<file path="config.mk">
export PLATFORM = sky130hd
export DESIGN_NAME = bce_ram
export DESIGN_NICKNAME = d
export VERILOG_FILES = /design/src/hw/rtl/bce_ram.sv
export SDC_FILE = /design/constraint.sdc
export NUM_CORES = 1
export LEC_CHECK = 0
export BUFFER_PORTS_ARGS = -buffer_cell sky130_fd_sc_hd__buf_2
export CAP_MARGIN = 10
export CORE_MARGIN = 1.5
export CORE_UTILIZATION = 30
export CTS_CLUSTER_SIZE = 14
export DETAILED_ROUTE_END_ITERATION = 6
export PLACE_DENSITY = 0.44
export SETUP_SLACK_MARGIN = 0.02
export SLEW_MARGIN = 25
export SYNTH_ARGS = -nofsm -noshare
export SYNTH_HDL_FRONTEND = slang
export SYNTH_SLANG_ARGS = --single-unit
export TNS_END_PERCENT = 20
</file>
<file path="constraint.sdc">
create_clock -name clock -period 2.62 [get_ports clock]
set_input_delay 0.262 -clock clock [delete_from_list [all_inputs] [get_ports clock]]
set_output_delay 0.262 -clock clock [all_outputs]
set_load 0.01 [all_outputs]
</file>
<file path="src/hw/rtl/bce_ram.sv">
// ----------------------------------------------------------------------------
// bce_ram
// Generic single-write, single-read RAM with a registered read port.
// ----------------------------------------------------------------------------
module bce_ram #(
   parameter int WIDTH = 8,
   parameter int DEPTH = 16
) (
   input  logic                     clock,
   input  logic                     wr_en,
   input  logic [$clog2(DEPTH)-1:0] wr_addr,
   input  logic [WIDTH-1:0]         wr_data,
   input  logic [$clog2(DEPTH)-1:0] rd_addr,
   output logic [WIDTH-1:0]         rd_data
);
   logic [WIDTH-1:0] mem [DEPTH];
   logic [WIDTH-1:0] rd_data_ff;

   always_ff @(posedge clock) begin
      if (wr_en) begin
         mem[wr_addr] <= wr_data;
      end
      rd_data_ff <= mem[rd_addr];
   end

   assign rd_data = rd_data_ff;
endmodule

</file>
==> flow_metrics.tcl <==
set metrics [dict create \
    start_kind "input port" \
    die_w_um 134.0 \
    drtAntennaViolNets 0 \
    via_count 2450 \
    port_buffers 25 \
    maxCapViolations 0 \
    diodes 0 \
    yosysTopAreaCell "edfxtp_1" \
    io-pin-count 26 \
    cellLeakagePower_nw 2.118 \
    cts-hold-fix-buffers 0 \
    syn_nets 247 \
    routedWlPerCell_um 21.81 \
    cts_resized 0 \
    r2r_slack_ns 1.16 \
    ys_seq_area_share_pct 77.78 \
    power.total_w 0.005187 \
    crit_start "rd_addr[0]" \
    reg2reg_to "rd_data[5]" \
    overflow 0 \
    cts_sinks 136 \
    avgSynthCellArea_um2 22.48 \
    cts_made_buffers 17 \
    die_h_um 134.0 \
    min_period_over_period_pct 60.53 \
    fin_skew_ns 0.005724 \
    initial_utilization_pct 30.82 \
    syn_to_final_growth_pct 21.75 \
    layout-drive-gt1-share_pct 30.64 \
    worstSetupPathType "input port to register" \
    syn_inst 229 \
    place_ws_ns 0.5380 \
    outcome "finished clean" \
    drtIter0Drc 185 \
    cts_tree "done" \
    cp_max_fo 16 \
    htreeDepth 4 \
    min_period_ns 1.586 \
    grt.met1_usage_pct 18.03 \
    top_usage_layer "met2" \
    fin_setup_tns_ns 0 \
    clk_pin_slew_ns 0.06 \
    dpl.hpwl_mm 7.330 \
    rsz0062_at_grt "false" \
    syn_area_um2 5147 \
    peakVddDrop_mv 0.4987 \
    r2r-start "mem[1][5]" \
    clk_latency_ns 0.42 \
    slew_headroom_pct 44.04 \
    crit_required_ns 2.92 \
    arrival_ns 1.89 \
    layout_common_cells "edfxtp_1 (128), buf_2 (25), buf_4 (19), mux4_2 (18), clkbuf_16 (17)" \
    grt_max_degree 20 \
    end_kind "register" \
    gp_congestion 0.6747 \
    final_max_slew_viol_count 0 \
    setup_violations 0 \
    finalNetCount 302 \
    antenna_found_initial 0 \
    hold_class "input port to register" \
    synth_top_area_share_pct 74.67 \
    dieArea_um2 17950 \
    worst_pin_slew_ns 0.8376 \
    yosys_warnings 0 \
    firstDrtPassIters 4 \
    grt_pass1_vias 2600 \
    hold_viol 0 \
    rows 47 \
    mostFrequentLayoutCell "edfxtp_1" \
    cts-root-buf "clkbuf_16" \
    cts_buffer_depth 2 \
    synth-seq-cells 136 \
    reg2reg_depth 3 \
    wirelength_mm 11.28 \
    grt_use_total_pct 13.98 \
    netlist_top_cells_area "edfxtp_1 (75%), mux4_2 (7.9%), mux4_1 (7.1%), dfxtp_1 (3.1%), a22oi_1 (2.3%)" \
    dp_cells 485 \
    crit_end "rd_data[2]" \
    core_area_um2 16700 \
    synth_cell_types 19 \
    pwr_density_cell_nw_per_um2 827.6 \
    grt_pass1_wl_mm 17.08 \
    grtUsageMet3_pct 4.195 \
    post-route-drc-count 0 \
    fin_ws_ns 1.034 \
    met2_usage_pct 21.71 \
    max_freq_mhz 630.6 \
    post_drt_via_cell_ratio 4.739 \
    post_cts_buffers 0 \
    instances_no_fill 517 \
]
-- synth_stat cells --
cell type and count:
buf_2 3, nor2_1 13, edfxtp_1 128, clkdlybuf4s25_2 3, nor3_1 4, nand3b_1 2
buf_4 1, and2_1 1, mux4_2 18, nor2b_1 1, nand2_1 9, and2b_1 1
nand3_1 1, a22oi_1 16, nand2b_1 2, dfxtp_1 8, mux4_1 14, or3b_2 1
buf_6 3
-- power breakdown --
group          leakage, nW  switching [W]  internal (W)
clock                0.304       0.000844       0.00166
combinational        0.590       0.000138     0.0000991
sequential            1.22      0.0000138       0.00243
-- worst max-delay path, stage by stage --
cell	delay, ns
buf_2	0.35
buf_12	0.24
buf_12	0.15
mux4_1	0.54
a22oi_1	0.25
nand2_1	0.07
-- metrics by stage --
stage / instance area [um^2] / util, % / hold WS, ns
2_1_floorplan: 5147 / - / 0.3609
3_3_place_gp: 5644 / 33.80 / 0.6609
3_5_place_dp: 5644 / 33.80 / 0.6655
4_1_cts: 6267 / 37.53 / 0.2257
5_1_grt: 6267 / 37.53 / 0.2407
6_report: 6267 / 37.53 / 0.2382
-- how the worst min path moves through the flow --
stage                     from         end  slack [ns]  depth (start not counted)
floorplan           wr_data[0]   mem[0][0]        0.36                          0
global placement    mem[13][6]  rd_data[6]        0.66                          3
detailed placement  rd_data[0]  rd_data[0]        0.67                          1
CTS                 wr_data[4]   mem[5][4]        0.23                          1
global route        wr_data[4]   mem[0][4]        0.24                          1
finish              wr_data[7]   mem[9][7]        0.24                          1
-- area by class of cell --
cell class                 count  area (um^2)
tap                          220        275.3
fill                        1539        10430
clock buffer                  23        478.0
multi-input combinational     83         1057
timing repair buffer          46        307.8
sequential                   136         4004
clock inverter                 9        145.1
-- cell families after synthesis --
group                  count (synthesis)  share of synthesized area (%)
DFF                                  136                          77.78
and+or+nand+nor                       35                          3.184
muxes                                 32                          15.02
AOI/OAI and AO/OA                     16                          2.334
buffers and inverters                 10                          1.677
-- state kept, by name, indices dropped and copies added (netlist names) --
name and count:
mem 128, rd_data 8
-- metal layers --
metal / part of all wire (%) / up-vias
met5: 0 / -
met4: 2.3 / 0
met3: 4.2 / 17
met2: 48 / 55
met1: 45 / 1293
li1: - / 1085
Power figures use the tool's default switching activity.
