## config.mk

```make
export PLATFORM = sky130hd
export DESIGN_NAME = bce_div
export DESIGN_NICKNAME = d
export VERILOG_FILES = /design/src/hw/rtl/bce_pkg.sv /design/src/hw/rtl/bce_div.sv
export SDC_FILE = /design/constraint.sdc
export NUM_CORES = 1
export LEC_CHECK = 0
export BUFFER_PORTS_ARGS = -buffer_cell sky130_fd_sc_hd__buf_2
export CORE_AREA = 2 2 172 174
export DETAILED_ROUTE_END_ITERATION = 10
export DIE_AREA = 0 0 174 176
export PLACE_DENSITY = 0.47
export SLEW_MARGIN = 15
export SYNTH_ARGS = -nofsm -noshare
export SYNTH_HDL_FRONTEND = slang
export SYNTH_SLANG_ARGS = --single-unit
```

## constraint.sdc

```tcl
create_clock -name clock -period 2.7 [get_ports clock]
set_input_delay 0.81 -clock clock [delete_from_list [all_inputs] [get_ports clock]]
set_output_delay 0.81 -clock clock [all_outputs]
set_load 0.005 [all_outputs]
```

## src/hw/rtl/bce_pkg.sv

```systemverilog
// ----------------------------------------------------------------------------
// bce_pkg
// Shared widths, limits and codes for the betweenness centrality engine.
// ----------------------------------------------------------------------------
package bce_pkg;

   localparam int MAX_NODES = 1024;
   localparam int MAX_EDGES = 8192;
   localparam int FRAC_BITS = 16;

   localparam int NODE_W  = $clog2(MAX_NODES);
   localparam int NCNT_W  = NODE_W + 1;
   localparam int EDGE_W  = $clog2(MAX_EDGES);
   localparam int ECNT_W  = EDGE_W + 1;
   localparam int RO_DEPTH = MAX_NODES + 1;
   localparam int RO_AW   = $clog2(RO_DEPTH);
   localparam int DIST_W  = NCNT_W;
   localparam int PC_W    = 40;
   localparam int FIX_W   = 48;
   localparam int DIV_W   = PC_W + FRAC_BITS;
   localparam int MULB_W  = FIX_W + 1;

   localparam int MODE_W  = 3;
   localparam int INDEX_W = 13;
   localparam int VALUE_W = 14;
   localparam int SCORE_W = FIX_W;

   localparam int CSR_AW  = 3;
   localparam int CSR_DW  = 32;

   localparam logic [DIST_W-1:0] DIST_UNREACHED = {DIST_W{1'b1}};

   typedef enum logic [MODE_W-1:0] {
      MODE_WR_OFFSET = 3'd0,
      MODE_WR_EDGE   = 3'd1,
      MODE_RUN       = 3'd2,
      MODE_READ      = 3'd3,
      MODE_CLEAR     = 3'd4
   } mode_type;

   typedef enum logic {
      REG_NODE_COUNT = 1'b0,
      REG_EDGE_COUNT = 1'b1
   } reg_index_type;

endpackage

```

## src/hw/rtl/bce_div.sv

```systemverilog
// ----------------------------------------------------------------------------
// bce_div
// Restoring divider, one quotient bit per cycle; ratio saturates to 48 bits.
// ----------------------------------------------------------------------------
module bce_div (
   input  logic                         clock,
   input  logic                         reset,
   input  logic                         start,
   input  logic [bce_pkg::DIV_W-1:0]    dividend,
   input  logic [bce_pkg::PC_W-1:0]     divisor,
   output logic                         done,
   output logic [bce_pkg::FIX_W-1:0]    ratio
);
   import bce_pkg::*;

   localparam int CNT_W = $clog2(DIV_W);

   logic             busy_ff, busy_in;
   logic             done_ff, done_in;
   logic [CNT_W-1:0] cnt_ff, cnt_in;
   logic [PC_W:0]    rem_ff, rem_in;
   logic [DIV_W-1:0] quo_ff, quo_in;
   logic [PC_W-1:0]  dsr_ff, dsr_in;
   logic [PC_W:0]    shifted;
   logic             fits;

   always_comb begin
      busy_in = busy_ff;
      done_in = 1'b0;
      cnt_in  = cnt_ff;
      rem_in  = rem_ff;
      quo_in  = quo_ff;
      dsr_in  = dsr_ff;
      shifted = {rem_ff[PC_W-1:0], quo_ff[DIV_W-1]};
      fits    = shifted >= {1'b0, dsr_ff};
      if (start) begin
         busy_in = 1'b1;
         cnt_in  = '0;
         rem_in  = '0;
         quo_in  = dividend;
         dsr_in  = divisor;
      end else if (busy_ff) begin
         rem_in = fits ? shifted - {1'b0, dsr_ff} : shifted;
         quo_in = {quo_ff[DIV_W-2:0], fits};
         cnt_in = cnt_ff + CNT_W'(1);
         if (cnt_ff == CNT_W'(DIV_W - 1)) begin
            busy_in = 1'b0;
            done_in = 1'b1;
         end
      end
   end

   always_ff @(posedge clock) begin
      if (reset) begin
         busy_ff <= 1'b0;
         done_ff <= 1'b0;
      end else begin
         busy_ff <= busy_in;
         done_ff <= done_in;
      end
      cnt_ff <= cnt_in;
      rem_ff <= rem_in;
      quo_ff <= quo_in;
      dsr_ff <= dsr_in;
   end

   assign done  = done_ff;
   assign ratio = (|quo_ff[DIV_W-1:FIX_W]) ? {FIX_W{1'b1}} : quo_ff[FIX_W-1:0];
endmodule

```

==> results list, run 1 <==
- Across every metal layer, demand over resource in global routing totals 16.5%.
- Overall power: 6640 uW
* Most used DFF post-synth: sky130_fd_sc_hd__edfxtp_1
- STA puts the critical path data arrival time at 3.24 ns.
- CP endpoint kind: flip-flop
- Area occupied by multi-input gates: 5060 um2
- Number of detailed-routing iterations run before antenna repair: 4
* Post-synth cell types: 69
- Yosys printed 0 warnings.
- Max-cap violations in this run came to 0.
- CTS tree: built
- The tree is rooted in a sky130_fd_sc_hd__clkbuf_16.
* Actual transition at the worst max-transition pin: 0.638 ns
- Counting the fill cells in the layout gives 2782.
- Drt initial violations: 429
- The total count of hold-check failures in the final report was 0.
* Ranking of synthesized cells by area: sky130_fd_sc_hd__edfxtp_1 34%, sky130_fd_sc_hd__dfxtp_1 11%, sky130_fd_sc_hd__mux2_2 7.5%
* Setup violation total in the final timing report: 71
- After clock tree synthesis, the clock-pin slew on the worst setup and hold paths is 0.07 ns.
- Hold/Removal Path Class: flip-flop to flip-flop
* Cts hold-fix bufs: 0
* Ratio of cells with drive above 1 in the final layout: 47.9%
- Along the worst path, the maximum fanout reaches 3.
- GRT Residual Overflow: 0
- In the final layout, flip-flops and latches occupy 3840 um2.
* Clock insertion delay at the later pin of the skew report: 0.43 ns
- After detailed routing, the number of remaining DRC violations is 0.
- Floorplan die area: 30600 um2
* CTS Buffer Depth: 2
- The core region is 28500 um2.
- Antenna Nets Post-Route: 0
- Maximum VDD drop: 365 uV
- Cell with the largest stage delay on the worst path: sky130_fd_sc_hd__or4_1
- Detailed-route wire length per cell: 16.9 um
- Final worst slack: -0.188 ns
* Detailed Route WL: 26.7 mm
- The finished layout holds 1576 standard cells, fillers aside.
- Entering global routing, the biggest net connects 57 pins.
- The number of clock buffers added by TritonCTS is 17.
- Failing checks: setup timing
- Post-placement cell count: 1502
* H-Tree Depth: 4
* Synthesized instance count: 868
* Asr flop ratio synth: 0%
* IO buf count: 147
- Proportion of netlist area held by the largest area contributor: 33.7%
* Clock Sinks: 144
- The wire-length estimate of the detail-placed layout is 18.1 mm.
- After the last flow step, the layout net total stands at 1317.
* Leading area contributor after synthesis: sky130_fd_sc_hd__edfxtp_1
* X dimension of the die: 174 um
- Via density per instance: 4.84
- Area of the mapped netlist: 8550 um2
- Portion of the clock cycle consumed by the worst path in the final layout: 107%
* R2r setup slk: -0.19 ns
- Most used standard cells in the synthesized netlist: 96 x sky130_fd_sc_hd__edfxtp_1, 91 x sky130_fd_sc_hd__nand2_1, 67 x sky130_fd_sc_hd__nor2_1, 57 x sky130_fd_sc_hd__inv_1, 57 x sky130_fd_sc_hd__mux2_2
* Number of enable-type register cells in the synthesized netlist: 96
* Final Critical Period: 2.89 ns
* Area Overhead vs Synth: 51.9%
- Most used standard cell by instance count after synthesis: sky130_fd_sc_hd__edfxtp_1
- STA puts the critical path data required time at 3.05 ns.
- Fin. max-slew vios: 0
* Starting density of the core: 30.0%
- Relative max-transition margin: 57.0%
- Dividing total power by cell area gives a power density of 512 nW/um2.
* Worst Skew: 0.0117 ns
- In this design, the stage delay of the slowest critical-path cell is 0.42 ns.
- The share of the Yosys chip area taken by registers is 44.9%.
- The first global-routing pass estimated 39.7 mm of wire.
- Setup slack at placement: -0.225 ns
- Cells fill 45.5% of the core in the end.
- The critical path is of the flip-flop to flip-flop type.
- Unrepaired setup endpoints after global routing: yes
- Die height: 176 um
- Number of antenna violations at the first check in global routing: 3
* Synthesized flop and latch total: 144
* Vias: 7631
- Derived from the worst setup path, the maximum achievable clock frequency is 346 MHz.
* Routability congestion estimate from global placement: 0.833
- Average cell area after synthesis: 9.85 um2
- The run finished, with violations left.
- Vias in the first global route: 7471
- The initialized floorplan defines 62 standard-cell rows.
- Number of top-level pins: 148
- For this design the static power due to leakage is 0.00547 uW.
- Net Count, Synth: 1009
- Cells traversed along the worst timing path: ha_4 > fa_2 > nand2b_4 > o2bb2ai_4 > o211a_4 > o21bai_4 > a2111oi_4 > nor4b_4 > nor3_2 > or4_1 > a31oi_1
- Kind of start point of the critical path: flip-flop
- After routing, the total negative slack on setup checks comes to -5.11 ns.
==> logic make-up (layout without fill, tap and decap cells) <==
| family | Yosys count | after routing | share of synthesized area (%) |
|---|---|---|---|
| AOI/OAI and AO/OA | 195 | 195 | 15.5 |
| adders and majority gates | 42 | 42 | 6.23 |
| xor gates and xnor gates | 31 | 31 | 3.17 |
| buffers and inverters | 101 | 418 | 4.84 |
| muxes | 66 | 66 | 8.56 |
| and+or+nand+nor | 289 | 293 | 16.7 |
| other | 0 | 3 | 0 |
| DFF | 144 | 144 | 44.9 |
==> worst paths after layout <==
| kind | startpoint | endpoint | depth (start not counted) |
|---|---|---|---|
| worst max-delay path | dsr_ff[0] | rem_ff[38] | 11 |
| worst min-delay path | cnt_ff[5] | cnt_ff[5] | 2 |
| worst max register to register | dsr_ff[0] | rem_ff[38] | 11 |
| worst min register to register | cnt_ff[5] | cnt_ff[5] | 2 |
==> placed cells by master, fill, tap and decap left out, drive strengths merged, types with 4 or more instances in the layout <==
cell type  Yosys  final
buf           18    324
edfxtp        96     96
nand2         92     92
nor2          67     67
inv           57     65
mux2          57     57
a21oi         52     52
or2           50     50
dfxtp         48     48
o21ai         42     42
ha            41     41
a311oi        25     25
clkbuf        26     22
xnor2         21     21
a21o          18     18
nand4         15     15
o21bai        13     13
nor3          11     11
nand3         10     10
xor2          10     10
nand2b        10     10
mux2i          9      9
a31oi          8      8
or3            6      6
nor2b          6      6
and2           2      6
o211ai         5      5
and3           5      5
a211oi         5      5
nor3b          4      4
==> per-layer routing <==
metal | vias to the layer above | global-route usage [%] | part of all wire, %
li1 | 3769 | - | -
met1 | 3679 | 21.6 | 46
met2 | 150 | 27.8 | 48
met3 | 33 | 3.10 | 3.2
met4 | 0 | 4.97 | 2.0
met5 | - | 0 | 0
==> critical path, delay by kind of cell (launching register included) <==
| kind | cells | cell delay [ns] |
|---|---|---|
| and+or+nand+nor | 4 | 1.03 |
| AOI/OAI and AO/OA | 5 | 0.80 |
| adders and majority gates | 2 | 0.57 |
| DFF | 1 | 0.41 |
==> through the flow <==
step | instance area [um2] | hold slack (ns)
6_report | 13000 | 0.492
5_1_grt | 13000 | 0.520
4_1_cts | 12200 | 0.497
3_5_place_dp | 10800 | 0.482
3_3_place_gp | 10800 | 0.473
2_1_floorplan | 8610 | 0.453
==> timing repair <==
| action | in CTS | in global routing |
|---|---|---|
| endpoints found under the setup margin | 89 | 89 |
| pin swaps | 34 | 70 |
| gates cloned | 8 | 7 |
| hold endpoints to repair | 0 | 0 |
| buffers inserted | 16 | 13 |
| resized for setup | 124 | 137 |
==> flip-flops by register name, summed over array words and instances (netlist names) <==
signal and flops:
busy_ff 1, dsr_ff 40, rem_ff 40, quo_ff 56
done 1, cnt_ff 6
==> final cells by class <==
cell class	instances	share of cell area, %
antenna	3	0.0578
clock buffer	17	3.28
clock inverter	15	1.27
inverter	57	1.68
multi-input combinational	627	39.0
sequential	144	29.6
tap	384	3.70
timing repair buffer	329	21.5
==> power breakdown <==
group	internal, uW	switching [uW]
combinational	779	776
clock	1320	1110
sequential	2560	102
Note: power is estimated with default switching activity, not from simulation.
==> run 2: changes to the inputs <==
--- a/config.mk
+++ b/config.mk
@@ -6,10 +6,10 @@
 export NUM_CORES = 1
 export LEC_CHECK = 0
 export BUFFER_PORTS_ARGS = -buffer_cell sky130_fd_sc_hd__buf_2
-export CORE_AREA = 2 2 172 174
+export CORE_AREA = 2 2 132 134
 export DETAILED_ROUTE_END_ITERATION = 10
-export DIE_AREA = 0 0 174 176
-export PLACE_DENSITY = 0.47
+export DIE_AREA = 0 0 134 136
+export PLACE_DENSITY = 0.75
 export SLEW_MARGIN = 15
 export SYNTH_ARGS = -nofsm -noshare
 export SYNTH_HDL_FRONTEND = slang
==> run 2 against run 1 <==
Against the previous run: the flow still finishes with violations (setup timing); first-iteration DRC count increased by 39%; worst setup slack better by 0.012 ns; sequential share of layout area grew 3.3 points; worst hold slack got worse by 0.019 ns; flip-flop and latch count is the same; final area is 10% lower; critical path depth grew 1; wire length decreased by 12%; maximum frequency rose by 0.41%; die area down 40%; critical path type unchanged.
==> results list, run 2 (synthesized netlist as in run 1, its figures left out) <==
- The routing usage on met3 was 3.73% (+0.63 points).
- The sequential share of power came to 41.5% (+1.4 points).
* Start-to-end type of the worst setup path: flip-flop to flip-flop
- GRT Total Usage: 24.6% (+8.1 points)
- Leading cell types in the layout, fill and taps excluded: 146 x sky130_fd_sc_hd__buf_2, 125 x sky130_fd_sc_hd__buf_4, 96 x sky130_fd_sc_hd__edfxtp_1
* Number of detailed-routing iterations run before antenna repair: 7 (+3)
* Endpoint required time on the critical path: 3.02 ns (-0.03 ns)
- Final net count: 1279 (-2.9%)
- The cell sitting at the root of the clock tree is a sky130_fd_sc_hd__clkbuf_16.
- Num CTS Buffers: 17 (unchanged)
- The count of vias placed by the detailed router came to 7632 (+0.013%).
- Hold/Removal Path Class: flip-flop to flip-flop
* Vias in the first global route: 7306 (-2.2%)
- The final routed DRC violation total came to 0 (unchanged).
* Clock insertion delay at the later pin of the skew report: 0.43 ns (about the same)
- Area occupied by multi-input gates: 4790 um2 (-5.3%)
* Relative contribution of the clock network to total power: 36.0% (-0.5 points)
- The initial antenna violation count was 0 (-3).
* Cts hold-fix bufs: 0 (unchanged)
- Leaving out fill and tap cells, the most frequent cell in the layout is sky130_fd_sc_hd__buf_2.
- X dimension of the die: 134 um (-23%)
- The initial detailed-routing violation count came to 596 (+39%).
* Number of antenna repair diodes: 0 (-3)
- The aggregate global routing overflow was 0 (unchanged).
- Max stage delay on crit path: 0.48 ns (+0.06 ns)
- Hold slack: 0.472 ns (-0.0195 ns)
- The met2 track demand over resource in global routing is 41.2% (+13 points).
- Via density per instance: 5.55 (+15%)
- The starting utilization of the core area is 50.7% (+21 points).
* Pwr per Cell Area: 549 nW/um2 (+7.4%)
- The slew at the pin closest to its max-slew limit is 0.579 ns (-0.0586 ns).
- Standby leakage power: 0.00486 uW (-11%)
- The total count of hold-check failures in the final report is 0 (unchanged).
- The count of input and output buffers came to 147 (unchanged).
- Cells traversed along the worst timing path: inv_2 > ha_4 > fa_2 > nand2b_4 > o2bb2ai_4 > o211a_4 > o21bai_4 > a2111oi_4 > nor4b_2 > o311ai_1 > o2111ai_1 > a211o_1
* HPWL Detailed: 16.0 mm (-12%)
- The maximum frequency from static timing analysis came to 348 MHz (+0.41%).
- The number of setup violations in the final report came to 71 (unchanged).
- STA classifies the critical path startpoint as a flip-flop.
- Final Critical Period: 2.88 ns (-0.0117 ns)
* Number of standard-cell rows in the floorplan: 48 (-23%)
- Antenna Nets Post-Route: 0 (unchanged)
- The setup clock skew after layout is 0.00951 ns (-0.00219 ns).
- Area Overhead vs Synth: 36.7%
- Ratio of cells with drive above 1 in the final layout: 44.4% (-3.5 points)
* CP endpoint kind: flip-flop
- The placeable core region was 16900 um2 (-41%).
- Final worst slack: -0.176 ns (+0.0117 ns)
* Internal power contribution: 4570 uW (-1.9%)
* Detailed-route wire length per cell: 17.0 um (+0.35%)
- Largest registers: quo_ff: 56 flops, dsr_ff: 40 flops, rem_ff: 40 flops
- Clock Sinks: 144 (unchanged)
- Met1 Use GR: 32.0% (+10 points)
- The max-slew violation count came to 0 (unchanged).
* Max-cap violation count: 0 (unchanged)
* H-Tree Depth: 4 (unchanged)
* Post-route core utilization: 69.3% (+24 points)
- Routability congestion estimate from global placement: 0.914 (+9.7%)
* Endpoint arrival time on the critical path: 3.20 ns (-0.04 ns)
* Floorplan die area: 18200 um2 (-40%)
* Failing checks: setup timing
* Number of flip-flops under the largest register name: 56 (unchanged)
- The die outline height came to 136 um (-23%).
* Combinational power share: 22.5% (-0.9 points)
* Gr busiest metal: met2
- CTS Buffer Depth: 2 (unchanged)
- Pin count of the biggest net entering global routing: 57 (unchanged)
- Maximum VDD drop: 467 uV (+28%)
- Filler cell count: 1226 (-56%)
* Crit-path max FO: 3 (unchanged)
* Register ranked first by flip-flop count: quo_ff
- The final cycle utilization of the critical path came to 107% (-0.43 points).
- The global-route wire length before repair is 35.6 mm (-10%).
- R2r setup slk: -0.18 ns (about the same)
* Detailed Route WL: 23.4 mm (-12%)
- Cell with the largest stage delay on the worst path: sky130_fd_sc_hd__a2111oi_4
- The net switching component of the power is 1860 uW (-6.5%).
* Clock slew at reported path FFs: 0.07 ns (about the same)
- Setup repair after global routing could not meet its margin everywhere.
- Sequential cell area: 3840 um2 (unchanged)
- Relative max-transition margin: 61.3% (+4.3 points)
- CTS tree: built
- The top-level I/O count is 148 (unchanged).
- The run finished, with violations left.
* Switching share of total power: 28.9% (-1.0 points)
[run 2: layout make-up]
class | instances | area share [%]
sequential | 144 | 32.9
multi-input combinational | 626 | 41.0
inverter | 57 | 1.86
tap | 225 | 2.41
clock inverter | 15 | 1.29
clock buffer | 17 | 3.64
timing repair buffer | 292 | 16.9
[run 2: through the flow]
stage / setup WS [ns] / power, uW / std cells / TNS [ns] / area (um2)
6_report: -0.176 / 6420 / 1376 / -6.79 / 11700
4_1_cts: -0.0977 / 6330 / 1366 / -4.16 / 11300
3_3_place_gp: -0.413 / 3930 / 1319 / -3.27 / 10400
5_1_grt: -0.278 / 6710 / 1376 / -16.01 / 11700
3_5_place_dp: -0.416 / 3960 / 1319 / -3.33 / 10400
2_1_floorplan: -0.0766 / 3450 / 868 / -0.0832 / 8610
[run 2: power by group through the flow]
stage                     logic [uW]  clock network (uW)  registers, uW
after floorplan                  782                   0           2670
after global placement          1240                   0           2690
after detailed placement        1260                   0           2700
after CTS                       1330                2340           2660
after global routing            1580                2440           2680
final                           1450                2310           2660
[run 2: critical path: cells and delay by family, from the launching register on]
family	cells	cell delay [ns]
fa+ha+maj	2	0.35
compound gates	7	1.65
flops	1	0.41
buf+inv	1	0.10
simple gates	2	0.25
[run 2: path summary, 6_finish.rpt]
kind	start	endpoint	cells after the start
setup / recovery	quo_ff[55]	rem_ff[34]	12
setup reg to reg	quo_ff[55]	rem_ff[34]	12
hold reg to reg	rem_ff[15]	rem_ff[15]	2
hold / removal	rem_ff[15]	rem_ff[15]	2
[run 2: routing by layer]
metal,vias to the layer above,wire length (um)
met1,3695,10200
met3,43,931
met4,0,518
li1,3681,-
met2,213,11700
met5,-,0
[run 2: what timing repair did]
action,in CTS,in global routing
buffers inserted,12,12
resized for setup,41,74
pin swaps,26,51
endpoints found under the setup margin,85,88
cloned,3,1
