===== src/hw/rtl/bce_pkg.sv =====
// ----------------------------------------------------------------------------
// bce_pkg
// Shared widths, limits and codes for the betweenness centrality engine.
// ----------------------------------------------------------------------------
package bce_pkg;

   localparam int MAX_NODES = 1024;
   localparam int MAX_EDGES = 8192;
   localparam int FRAC_BITS = 16;

   localparam int NODE_W  = $clog2(MAX_NODES);
   localparam int NCNT_W  = NODE_W + 1;
   localparam int EDGE_W  = $clog2(MAX_EDGES);
   localparam int ECNT_W  = EDGE_W + 1;
   localparam int RO_DEPTH = MAX_NODES + 1;
   localparam int RO_AW   = $clog2(RO_DEPTH);
   localparam int DIST_W  = NCNT_W;
   localparam int PC_W    = 40;
   localparam int FIX_W   = 48;
   localparam int DIV_W   = PC_W + FRAC_BITS;
   localparam int MULB_W  = FIX_W + 1;

   localparam int MODE_W  = 3;
   localparam int INDEX_W = 13;
   localparam int VALUE_W = 14;
   localparam int SCORE_W = FIX_W;

   localparam int CSR_AW  = 3;
   localparam int CSR_DW  = 32;

   localparam logic [DIST_W-1:0] DIST_UNREACHED = {DIST_W{1'b1}};

   typedef enum logic [MODE_W-1:0] {
      MODE_WR_OFFSET = 3'd0,
      MODE_WR_EDGE   = 3'd1,
      MODE_RUN       = 3'd2,
      MODE_READ      = 3'd3,
      MODE_CLEAR     = 3'd4
   } mode_type;

   typedef enum logic {
      REG_NODE_COUNT = 1'b0,
      REG_EDGE_COUNT = 1'b1
   } reg_index_type;

endpackage


===== src/hw/rtl/bce_mul.sv =====
// ----------------------------------------------------------------------------
// bce_mul
// Shift-add fixed point multiplier, one multiplier bit per cycle.
// Result is the product shifted down by the fraction width, saturated.
// ----------------------------------------------------------------------------
module bce_mul (
   input  logic                        clock,
   input  logic                        reset,
   input  logic                        start,
   input  logic [bce_pkg::FIX_W-1:0]   op_a,
   input  logic [bce_pkg::MULB_W-1:0]  op_b,
   output logic                        done,
   output logic [bce_pkg::FIX_W-1:0]   product
);
   import bce_pkg::*;

   localparam int CNT_W  = $clog2(MULB_W);
   localparam int PROD_W = 2 * MULB_W;

   logic              busy_ff, busy_in;
   logic              done_ff, done_in;
   logic [CNT_W-1:0]  cnt_ff, cnt_in;
   logic [MULB_W-1:0] hi_ff, hi_in;
   logic [MULB_W-1:0] lo_ff, lo_in;
   logic [FIX_W-1:0]  a_ff, a_in;
   logic [MULB_W:0]   sum;
   logic [PROD_W-1:0] full;

   always_comb begin
      busy_in = busy_ff;
      done_in = 1'b0;
      cnt_in  = cnt_ff;
      hi_in   = hi_ff;
      lo_in   = lo_ff;
      a_in    = a_ff;
      sum     = {1'b0, hi_ff} + (lo_ff[0] ? (MULB_W+1)'(a_ff) : '0);
      if (start) begin
         busy_in = 1'b1;
         cnt_in  = '0;
         hi_in   = '0;
         lo_in   = op_b;
         a_in    = op_a;
      end else if (busy_ff) begin
         hi_in  = sum[MULB_W:1];
         lo_in  = {sum[0], lo_ff[MULB_W-1:1]};
         cnt_in = cnt_ff + CNT_W'(1);
         if (cnt_ff == CNT_W'(MULB_W - 1)) begin
            busy_in = 1'b0;
            done_in = 1'b1;
         end
      end
   end

   always_ff @(posedge clock) begin
      if (reset) begin
         busy_ff <= 1'b0;
         done_ff <= 1'b0;
      end else begin
         busy_ff <= busy_in;
         done_ff <= done_in;
      end
      cnt_ff <= cnt_in;
      hi_ff  <= hi_in;
      lo_ff  <= lo_in;
      a_ff   <= a_in;
   end

   assign full    = {hi_ff, lo_ff};
   assign done    = done_ff;
   assign product = (|full[PROD_W-1:FIX_W+FRAC_BITS]) ? {FIX_W{1'b1}}
                                                       : full[FIX_W+FRAC_BITS-1:FRAC_BITS];
endmodule


===== config.mk =====
export PLATFORM = sky130hd
export DESIGN_NAME = bce_mul
export DESIGN_NICKNAME = d
export VERILOG_FILES = /design/src/hw/rtl/bce_pkg.sv /design/src/hw/rtl/bce_mul.sv
export SDC_FILE = /design/constraint.sdc
export NUM_CORES = 1
export LEC_CHECK = 0
export ABC_AREA = 0
export BUFFER_PORTS_ARGS = -buffer_cell sky130_fd_sc_hd__buf_2
export CAP_MARGIN = 25
export CELL_PAD_IN_SITES_DETAIL_PLACEMENT = 1
export CELL_PAD_IN_SITES_GLOBAL_PLACEMENT = 2
export CORE_MARGIN = 2
export CORE_UTILIZATION = 33
export DETAILED_ROUTE_END_ITERATION = 6
export MAX_ROUTING_LAYER = met4
export PLACE_DENSITY_LB_ADDON = 0.1
export SKIP_LAST_GASP = 1
export SYNTH_ARGS = -nofsm -noshare
export SYNTH_HDL_FRONTEND = slang
export SYNTH_SLANG_ARGS = --single-unit

===== constraint.sdc =====
create_clock -name clock -period 2.8 [get_ports clock]
set_input_delay 0.28 -clock clock [delete_from_list [all_inputs] [get_ports clock]]
set_output_delay 0.28 -clock clock [all_outputs]
set_load 0.1 [all_outputs]

==> impl_metrics.tcl, run 1 <==
set metrics [dict create \
    synth.distinct_cells 76 \
    rsz0062_at_grt "yes" \
    critPathMaxFanout 8 \
    area_growth_pct 66.4 \
    reg2reg_from "lo_ff[0]$_DFFE_PP_" \
    cts_root_buffer "clkbuf_16" \
    switching_share_pct 35.4 \
    drive_above_1_share_pct 51.1 \
    pwr-share-comb_pct 40.6 \
    sequentialPowerShare_pct 31.8 \
    relSlewSlack_pct 57.4 \
    p_leak_nw 6.39 \
    synthFlopType "edfxtp_1" \
    power_frac_clock_pct 27.6 \
    synth-seq-cells 154 \
    core_area_um2 27000 \
    synth_area_um2 9120 \
    finalCritPeriodShare_pct 116 \
    dieArea_um2 29000 \
    drtAntennaViolNets 0 \
    hold_path.class "input pin to register" \
    async_flop_share_pct 0 \
    routed_via_density 5.11 \
    gr-total-overflow 0 \
    cp.arrival_ns 3.58 \
    fin_util_pct 56.1 \
    synth.top_cells.by_area "edfxtp_1, dfxtp_1, ha_1" \
    pre_cts_slack_ns -0.478 \
    cts_made_buffers 17 \
    post-route-min-period_ns 3.24 \
    first_global_vias 8957 \
    setup_ws_ns -0.440 \
    drt-pass1-iter-count 4 \
    tightest_slew_ns 0.640 \
    hold_viol 0 \
    slowest_stage "a2111o_1" \
    synth_edf_count 97 \
    cp_top_family "compound AO/OA/AOI/OAI gates" \
    clockBufferDepth 2 \
    cpPeakStageDelay_ns 0.48 \
    crit_path_cell_trace "buf_6 > buf_12 > and2_4 > ha_4 > o21ai_1 > a211o_1 > a31oi_4 > o21bai_4 > a2111o_1 > a21oi_2 > o211ai_2 > a21o_1 > a32o_1" \
    hpwl_um 20600 \
    failed_checks "setup timing" \
    synthCells 893 \
    die_y_um 170 \
    synth_top_cell_area_share_pct 31.9 \
    power_density_nw_per_um2 577 \
    cts_tree "built" \
    finalNetCount 1417 \
    antenna_found_initial 2 \
    ir_drop_mv 0.457 \
    start_util_pct 33.7 \
    totalWireLength_um 33000 \
    ios 149 \
    drcViolationCount 0 \
    cp.required_ns 3.14 \
    grt_pass1_wl_um 50800 \
    cp-end-kind "register" \
    grt_usage_pct 23.6 \
    startpoint_type "register" \
    maxSlewViolCount 0 \
    fmax_mhz 309 \
    yosysSeqAreaShare_pct 44.5 \
    switchingPower_w 0.00310 \
    skew_ns 0.0198 \
    p_int_w 0.00565 \
    status "finished with violations" \
    path_clk_slew_ns 0.07 \
    clock_latency_ns 0.45 \
    hp-start "op_a[20]" \
    crit_start "lo_ff[0]$_DFFE_PP_" \
    numPortBuffers 148 \
    drv_cap 0 \
    synthesis.nets 1044 \
    htreeDepth 4 \
    drtIter0Drc 373 \
    grt_max_degree 123 \
    setup_viol 76 \
    gp_congestion 0.836 \
    vias 8292 \
    yosysTopAreaCell "edfxtp_1" \
    rows 60 \
    path_buf_inv 2 \
    wl_per_cell_um 20.3 \
    cts_num_sinks 154 \
    syn_area_per_cell_um2 10.2 \
    chipWidth_um 170 \
    path_class "register to register" \
    yosys_warnings 0 \
]
-- cell usage after synthesis, drive strengths merged (3+ instances only) --
master   number
a2111oi       3
a211oi        4
a21o         33
a21oi        60
a221oi        3
and2         50
and3          4
buf          14
clkbuf       35
dfxtp        57
edfxtp       97
ha           50
inv          23
mux2         49
mux2i        19
nand2        62
nand2b       49
nand3         8
nand3b        3
nand4        23
nor2         65
nor2b         6
nor3          8
nor4         11
o211ai        3
o21a          6
o21ai        44
o21bai       11
o31ai         5
o41a          3
or3           4
or4           5
xnor2        25
xor2         17
-- layer usage --
| layer | vias up | share of wire [%] | track usage (%) |
|---|---|---|---|
| met5 | - | 0 | - |
| met4 | 0 | 1.7 | 5.57 |
| met3 | 47 | 4.0 | 4.91 |
| met2 | 158 | 50 | 39.4 |
| met1 | 4070 | 44 | 29.4 |
| li1 | 4017 | - | - |
-- final timing paths --
path	endpoint	slack (ns)	depth (start not counted)
max	hi_ff[47]$_SDFFE_PP0P_	-0.44	13
min	a_ff[20]$_DFFE_PP_	0.01	1
max reg2reg	hi_ff[47]$_SDFFE_PP0P_	-0.44	13
min reg2reg	hi_ff[40]$_SDFFE_PP0P_	0.47	2
-- timing repair --
item                                   4_1_cts  5_1_grt
gates cloned                                 9        0
setup endpoints to repair                   83       88
resized for setup                          379       85
endpoints found under the hold margin       26        5
pin swaps                                   47       68
setup buffers                               35       26
hold buffers                                26        5
-- layout make-up --
| type | instances | area [um^2] |
|---|---|---|
| tap | 341 | 427 |
| timing repair buffer | 404 | 3910 |
| inverter | 23 | 86.3 |
| multi-input combinational | 666 | 6090 |
| sequential | 154 | 4060 |
| antenna | 2 | 5.00 |
| clock buffer | 18 | 429 |
| clock inverter | 14 | 156 |
| fill | 2806 | 11900 |
-- cells by family (layout without fill, tap and decap cells) --
logic type               after synthesis  in the layout  share of synthesized area (%)
AO/OA/AOI/OAI                        204            204                           15.2
XOR/XNOR                              42             42                           4.03
adder cells (fa/ha/maj)               51             51                           7.08
buffers and inverters                 73            459                           3.76
flip-flops                           154            154                           44.5
multiplexers                          68             68                           8.14
other                                  0              2                              0
AND/OR/NAND/NOR                      301            301                           17.3
-- power by group through the flow --
stage,registers [W],clock network (W),logic [W]
6_report,0.00278,0.00242,0.00356
3_5_place_dp,0.00279,0,0.00231
2_1_floorplan,0.00275,0,0.00162
5_1_grt,0.00281,0.00256,0.00375
3_3_place_gp,0.00279,0,0.00230
4_1_cts,0.00277,0.00247,0.00340
-- flip-flops by register name, indices dropped and copies added, names as in the netlist --
signal   flops
busy_ff      1
a_ff        48
hi_ff       49
lo_ff       49
cnt_ff       6
done         1
-- metrics by stage --
step	cell area, um^2	hold WS [ns]	power [W]	TNS (ns)	cells
after global placement	11400	0.457	0.00509	-6.03	1495
after detailed placement	11400	0.459	0.00510	-7.17	1495
after floorplan	9260	0.352	0.00437	-0.199	893
after CTS	14600	0.000295	0.00864	-14.99	1595
final	15200	0.0141	0.00875	-11.27	1622
after global routing	15200	0.000516	0.00911	-22.04	1621
-- cells in the final DEF (no fill, tap or decap), types with 11 or more instances in the layout --
| cell type | n |
|---|---|
| a21o_1 | 32 |
| a21oi_1 | 40 |
| a21oi_2 | 14 |
| and2_1 | 32 |
| and2_4 | 17 |
| buf_12 | 64 |
| buf_2 | 99 |
| buf_4 | 178 |
| buf_6 | 22 |
| clkbuf_16 | 17 |
| dfxtp_1 | 53 |
| dlygate4sd3_1 | 31 |
| edfxtp_1 | 97 |
| ha_1 | 23 |
| ha_4 | 26 |
| inv_1 | 20 |
| mux2_2 | 49 |
| mux2i_1 | 19 |
| nand2_1 | 57 |
| nand2b_4 | 47 |
| nand4_1 | 22 |
| nor2_1 | 57 |
| o21ai_0 | 16 |
| o21ai_1 | 14 |
| o21ai_2 | 11 |
| xnor2_1 | 20 |
| xor2_1 | 15 |
Power figures use the tool's default switching activity.
==> inputs of run 2 (changes only) <==
ABC_AREA = 1   (was 0)
CORE_UTILIZATION = 29   (was 33)
==> run 2 against run 1 <==
The run now ends clean. Clock power rose by 3%. Cell area fell by 13%. Die area rose by 27%. Clock skew barely moved. Critical path depth fell by 4. Combinational power fell by 29%. Sequential power fell by 3%. Cell count rose by 38%. Clock-buffer cell count rose by 1. Largest power group is now registers.
==> impl_metrics.tcl, run 2 <==
set metrics [dict create \
    power_density_nw_per_um2 587 \
    status "finished clean" \
    grt_usage_pct 20.8 \
    finalCritPeriodShare_pct 98.9 \
    cp-end-kind "output port" \
    synth-seq-cells 154 \
    area_growth_pct 28.9 \
    post-route-min-period_ns 2.77 \
    drtAntennaViolNets 0 \
    total_power_w 0.00773 \
    hpwl_um 28600 \
    finalNetCount 1919 \
    vias 10044 \
    rows 68 \
    p_leak_nw 6.86 \
    synthCells 1543 \
    gp_congestion 0.890 \
    hold_path_end "a_ff[35]$_DFFE_PP_" \
    fmax_mhz 361 \
    cts_made_buffers 17 \
    hold_path.class "input pin to register" \
    numPortBuffers 148 \
    clock_latency_ns 0.46 \
    first_global_vias 10409 \
    synth_edf_count 97 \
    clockBufferDepth 2 \
    ir_drop_mv 0.434 \
    rrSetupSlack_ns 0.21 \
    async_flop_share_pct 0 \
    synth_top_cell_area_share_pct 28.5 \
    reg.largest.list "hi_ff: 49 flops, lo_ff: 49 flops, a_ff: 48 flops" \
    htreeDepth 4 \
    hold_viol 0 \
    yosysSeqAreaShare_pct 39.7 \
    drtIter0Drc 341 \
    worst_r2r_endpoint "hi_ff[45]$_SDFFE_PP0P_" \
    grt_pass1_wl_um 56500 \
    gr-total-overflow 0 \
    maxSlewViolCount 0 \
    cp.arrival_ns 2.49 \
    drt-pass1-iter-count 5 \
    rsz0062_at_grt "yes" \
    path_clk_slew_ns 0.08 \
    chipWidth_um 192 \
    grt_max_degree 67 \
    antenna_cells 0 \
    syn_area_per_cell_um2 6.62 \
    reg2regPathDepth 15 \
    synthesis.nets 1694 \
    totalWireLength_um 36700 \
    synth.most_common_cell "nand2_1" \
    ys_top_cells_by_count "nand2_1, inv_1, nor2_1" \
    drive_above_1_share_pct 14.0 \
    hold_path_depth 1 \
    relSlewSlack_pct 54.2 \
    synth_area_um2 10200 \
    cp.required_ns 2.52 \
    synth.top_cells.by_area "edfxtp_1, nand2_1, inv_1" \
    drcViolationCount 0 \
    drv_cap 0 \
    die_y_um 192 \
    cts_root_buffer "clkbuf_16" \
    startpoint_type "register" \
    cts_num_sinks 154 \
    routed_via_density 4.49 \
    synth.distinct_cells 34 \
    tightest_slew_ns 0.686 \
    yosys_warnings 0 \
    cts_tree "built" \
    final_cells 2236 \
    ios 149 \
    path_class "register to output port" \
    antenna_found_initial 0 \
    wl_per_cell_um 16.4 \
    core_area_um2 34600 \
    hp-start "op_a[35]" \
    setup_viol 0 \
    final_common_cell "nand2_1" \
    dieArea_um2 36700 \
    start_util_pct 29.5 \
    synthFlopType "edfxtp_1" \
    dpl.cell_count 2150 \
    reg2reg_from "lo_ff[0]$_DFFE_PP_" \
    critPathMaxFanout 6 \
    yosysTopAreaCell "edfxtp_1" \
    skew_ns 0.0195 \
    final_cell_mix "nand2_1, inv_1, buf_2" \
]
run 2: worst max path at each step:
stage                                      start                      to  slack (ns)  depth (start not counted)
after floorplan                            start      lo_ff[0]$_DFFE_PP_        0.08                          4
after global placement        lo_ff[0]$_DFFE_PP_  hi_ff[18]$_SDFFE_PP0P_        0.12                         14
after detailed placement      lo_ff[0]$_DFFE_PP_  hi_ff[18]$_SDFFE_PP0P_        0.13                         14
after CTS                 hi_ff[31]$_SDFFE_PP0P_             product[33]        -0.1                          7
after global routing      hi_ff[28]$_SDFFE_PP0P_             product[46]       -0.14                         10
final                     hi_ff[34]$_SDFFE_PP0P_             product[46]        0.03                          9
run 2: what timing repair did:
item	CTS	global route
endpoints found under the setup margin	48	58
hold endpoints to repair	49	0
pin swaps	0	2
cloned	0	4
resized for setup	1	110
hold buffers	48	0
buffers inserted	0	2
run 2: cell families after synthesis:
logic type,after synthesis,share of synthesized area [%]
AND/OR/NAND/NOR,853,33.2
flip-flops,154,39.7
AO/OA/AOI/OAI,121,6.27
buffers and inverters,347,13.0
XOR/XNOR,17,1.46
adder cells (fa/ha/maj),51,6.32
run 2: through the flow:
step                worst slack (ns)  setup TNS (ns)  utilization (%)  instance area (um^2)  hold slack (ns)
floorplan                     0.0816               0                -                 10200            0.356
global placement               0.120               0             33.8                 11700            0.456
detailed placement             0.131               0             33.8                 11700            0.458
CTS                          -0.0977           -3.28             36.9                 12800          0.00214
global route                  -0.137           -4.71             38.0                 13200         -0.00297
finish                        0.0316               0             38.0                 13200           0.0198
run 2: area by class of cell:
cell class | count | area, um^2
Multi-Input combinational cell | 1042 | 4920
Fill cell | 4399 | 21500
Timing Repair Buffer | 237 | 1820
Inverter | 316 | 1190
Sequential cell | 154 | 4060
Clock buffer | 19 | 443
Clock inverter | 13 | 165
Tap cell | 455 | 569
run 2: power by group:
group	internal (W)	total (W)	switching (W)	leakage, nW
Sequential	0.00262	0.00271	0.0000920	1.44
Clock	0.00143	0.00249	0.00106	0.298
Combinational	0.000703	0.00253	0.00183	5.12
run 2: per-layer routing:
metal	global-route usage [%]	vias up	wire length [um]
met5	-	-	0
met3	3.09	23	1200
met4	5.56	0	501
li1	-	5184	-
met1	27.8	4676	18400
met2	32.9	161	16700
run 2: worst max-delay path, stage by stage, from the launching register on:
cell and delay [ns]:
dfxtp_1 0.37, nor4_4 0.32, buf_4 0.16, nand4_1 0.15
nor4_4 0.26, buf_6 0.15, buf_12 0.12, buf_6 0.18
nand2_1 0.06, buf_4 0.23
==> inputs of run 3 (changes only) <==
SETUP_SLACK_MARGIN = 0.5   (was unset)
==> run 3 against run 2 <==
Maximum frequency down 0.30%. Cell area increased by 15%. Clock power hardly changed. Via count up 2.8%. Global-route usage increased by 1.5 points. Critical endpoint is now product[25]. Register-to-register slack better by 0.12 ns. Critical path depth increased by 1. Core utilization up 5.7 points. Largest cell class unchanged. Wire length up 6.3%.
==> impl_metrics.tcl, run 3 (same netlist as run 2, synthesis figures left out) <==
set metrics [dict create \
    fin_area_um2 15100 \
    cts_made_buffers 17 \
    post-route-min-period_ns 2.78 \
    vias 10325 \
    grt_pass1_wl_um 59900 \
    drcViolationCount 0 \
    gp_congestion 0.885 \
    rows 68 \
    worst_r2r_endpoint "hi_ff[18]$_SDFFE_PP0P_" \
    cts_tree "built" \
    fillCellCount 4247 \
    cp_top_family "buffers and inverters" \
    final.setup.tns_ns 0 \
    chipWidth_um 192 \
    cts_num_sinks 154 \
    power_frac_clock_pct 28.8 \
    first_global_vias 10810 \
    whs_ns 0.0213 \
    final_common_cell "nand2_1" \
    drtIter0Drc 404 \
    final_cell_mix "nand2_1, inv_1, buf_2" \
    cts_root_buffer "clkbuf_16" \
    path_buf_inv 6 \
    start_util_pct 29.5 \
    skew_ns 0.0159 \
    status "finished clean" \
    grt_usage_pct 22.3 \
    ir_drop_mv 0.569 \
    numPortBuffers 148 \
    fmax_mhz 360 \
    rrSetupSlack_ns 0.33 \
    startpoint_type "register" \
    clock_latency_ns 0.46 \
    clockBufferDepth 2 \
    relSlewSlack_pct 39.5 \
    htreeDepth 4 \
    hold_path_depth 1 \
    hold_viol 0 \
    sequentialPowerShare_pct 32.0 \
    setup_viol 0 \
    power_density_nw_per_um2 564 \
    antenna_cells 0 \
    p_int_w 0.00529 \
    hold_path_end "a_ff[18]$_DFFE_PP_" \
    finalNetCount 1942 \
    fin_util_pct 43.7 \
    finalCritPeriodShare_pct 99.2 \
    hpwl_um 28300 \
    cp.required_ns 2.52 \
    maxSlewViolCount 0 \
    drv_cap 0 \
    rsz0062_at_grt "yes" \
    pwr-share-comb_pct 39.2 \
    cp-end-kind "output port" \
    path_class "register to output port" \
    p_leak_nw 7.48 \
    reg.largest.list "hi_ff: 49 flops, lo_ff: 49 flops, a_ff: 48 flops" \
    antenna_found_initial 0 \
    cpPeakStageDelay_ns 0.34 \
    die_y_um 192 \
    wl_per_cell_um 17.3 \
    drtAntennaViolNets 0 \
    hold_path.class "input pin to register" \
    path_clk_slew_ns 0.08 \
    critPathMaxFanout 6 \
    cp.arrival_ns 2.50 \
    gr-total-overflow 0 \
    placed_cell_area_um2 11700 \
    switchingPower_w 0.00325 \
    switching_share_pct 38.0 \
    grt_max_degree 92 \
    totalWireLength_um 39100 \
    ios 149 \
    drive_above_1_share_pct 26.7 \
    crit_path_cell_trace "nor4_4 > buf_4 > nand4_1 > buf_6 > nor4_4 > buf_6 > buf_12 > clkbuf_16 > nand2_2 > buf_12" \
    area_growth_pct 48.3 \
    core_area_um2 34600 \
    reg2regPathDepth 15 \
    drt-pass1-iter-count 4 \
    routed_via_density 4.57 \
    dieArea_um2 36700 \
    tightest_slew_ns 0.908 \
    reg2reg_from "lo_ff[0]$_DFFE_PP_" \
    slowest_stage "dfxtp_2" \
    hp-start "op_a[18]" \
]
-- run 3: cell types whose count changed in the layout (fill, tap and decap cells not counted), moves of 9 or more --
cell and change:
nand2_1 -95, nand2_2 +67, nor2_1 -40, ha_1 -39, ha_4 +37, buf_12 +36, nor2_2 +28, nand2_4 +27
buf_2 -22, nor2_4 +12, a21oi_1 -9, nand3_1 -9
-- run 3: worst max path at each step --
stage / startpoint / to / depth (start not counted)
after floorplan: lo_ff[0]$_DFFE_PP_ / hi_ff[47]$_SDFFE_PP0P_ / 18
after global placement: lo_ff[0]$_DFFE_PP_ / hi_ff[34]$_SDFFE_PP0P_ / 15
after detailed placement: lo_ff[0]$_DFFE_PP_ / hi_ff[34]$_SDFFE_PP0P_ / 15
after CTS: hi_ff[27]$_SDFFE_PP0P_ / product[10] / 10
after global routing: hi_ff[15]$_SDFFE_PP0P_ / product[25] / 10
final: hi_ff[27]$_SDFFE_PP0P_ / product[25] / 10
-- run 3: per-stage QoR --
stage	setup WS (ns)	power [W]	std cells
after floorplan	0.530	0.00439	1543
after global placement	-0.0869	0.00498	2149
after detailed placement	-0.0992	0.00499	2149
after CTS	-0.0297	0.00824	2251
after global routing	-0.0650	0.00890	2258
final	0.0233	0.00854	2258
-- run 3: layout make-up --
class	count	area (um^2)	share of cell area [%]
well taps	455	569	3.76
clock inverters	11	145	0.958
multi-input cells	1042	6130	40.5
flip-flops and latches	154	4060	26.8
repair buffers	260	2610	17.2
inverters	316	1190	7.85
clock buffers	20	447	2.95
-- run 3: timing repair --
item	4_1_cts	5_1_grt
gates resized for setup	301	198
buffers inserted	18	6
endpoints found under the hold margin	48	0
pin swaps	14	18
hold buffers	47	0
gates cloned	6	1
setup endpoints to repair	88	91
-- run 3: routing by layer --
layer  GRT usage [%]  up-vias  routed length, um
li1                -     5236                  -
met1            29.1     4906              18700
met2            36.6      162              18900
met3            3.22       21               1040
met4            4.85        0                363
met5               -        -                  0
-- run 3: power by group through the flow --
stage | sequential (W) | clock (W) | combinational (W)
floorplan | 0.00272 | 0 | 0.00167
CTS | 0.00272 | 0.00251 | 0.00301
global placement | 0.00276 | 0 | 0.00223
detailed placement | 0.00276 | 0 | 0.00224
global route | 0.00275 | 0.00260 | 0.00355
finish | 0.00273 | 0.00246 | 0.00335
-- run 3: worst reg2reg max path, cell delays in order (launching register included) --
cell	delay [ns]
edfxtp_1	0.42
buf_6	0.16
buf_16	0.15
nand2_1	0.06
inv_1	0.04
ha_2	0.39
nand2_2	0.13
inv_1	0.10
nand2_1	0.09
nor2_4	0.12
nand4_1	0.12
nand3b_1	0.18
buf_4	0.16
a21oi_1	0.06
o21ai_0	0.12
nand2_1	0.07
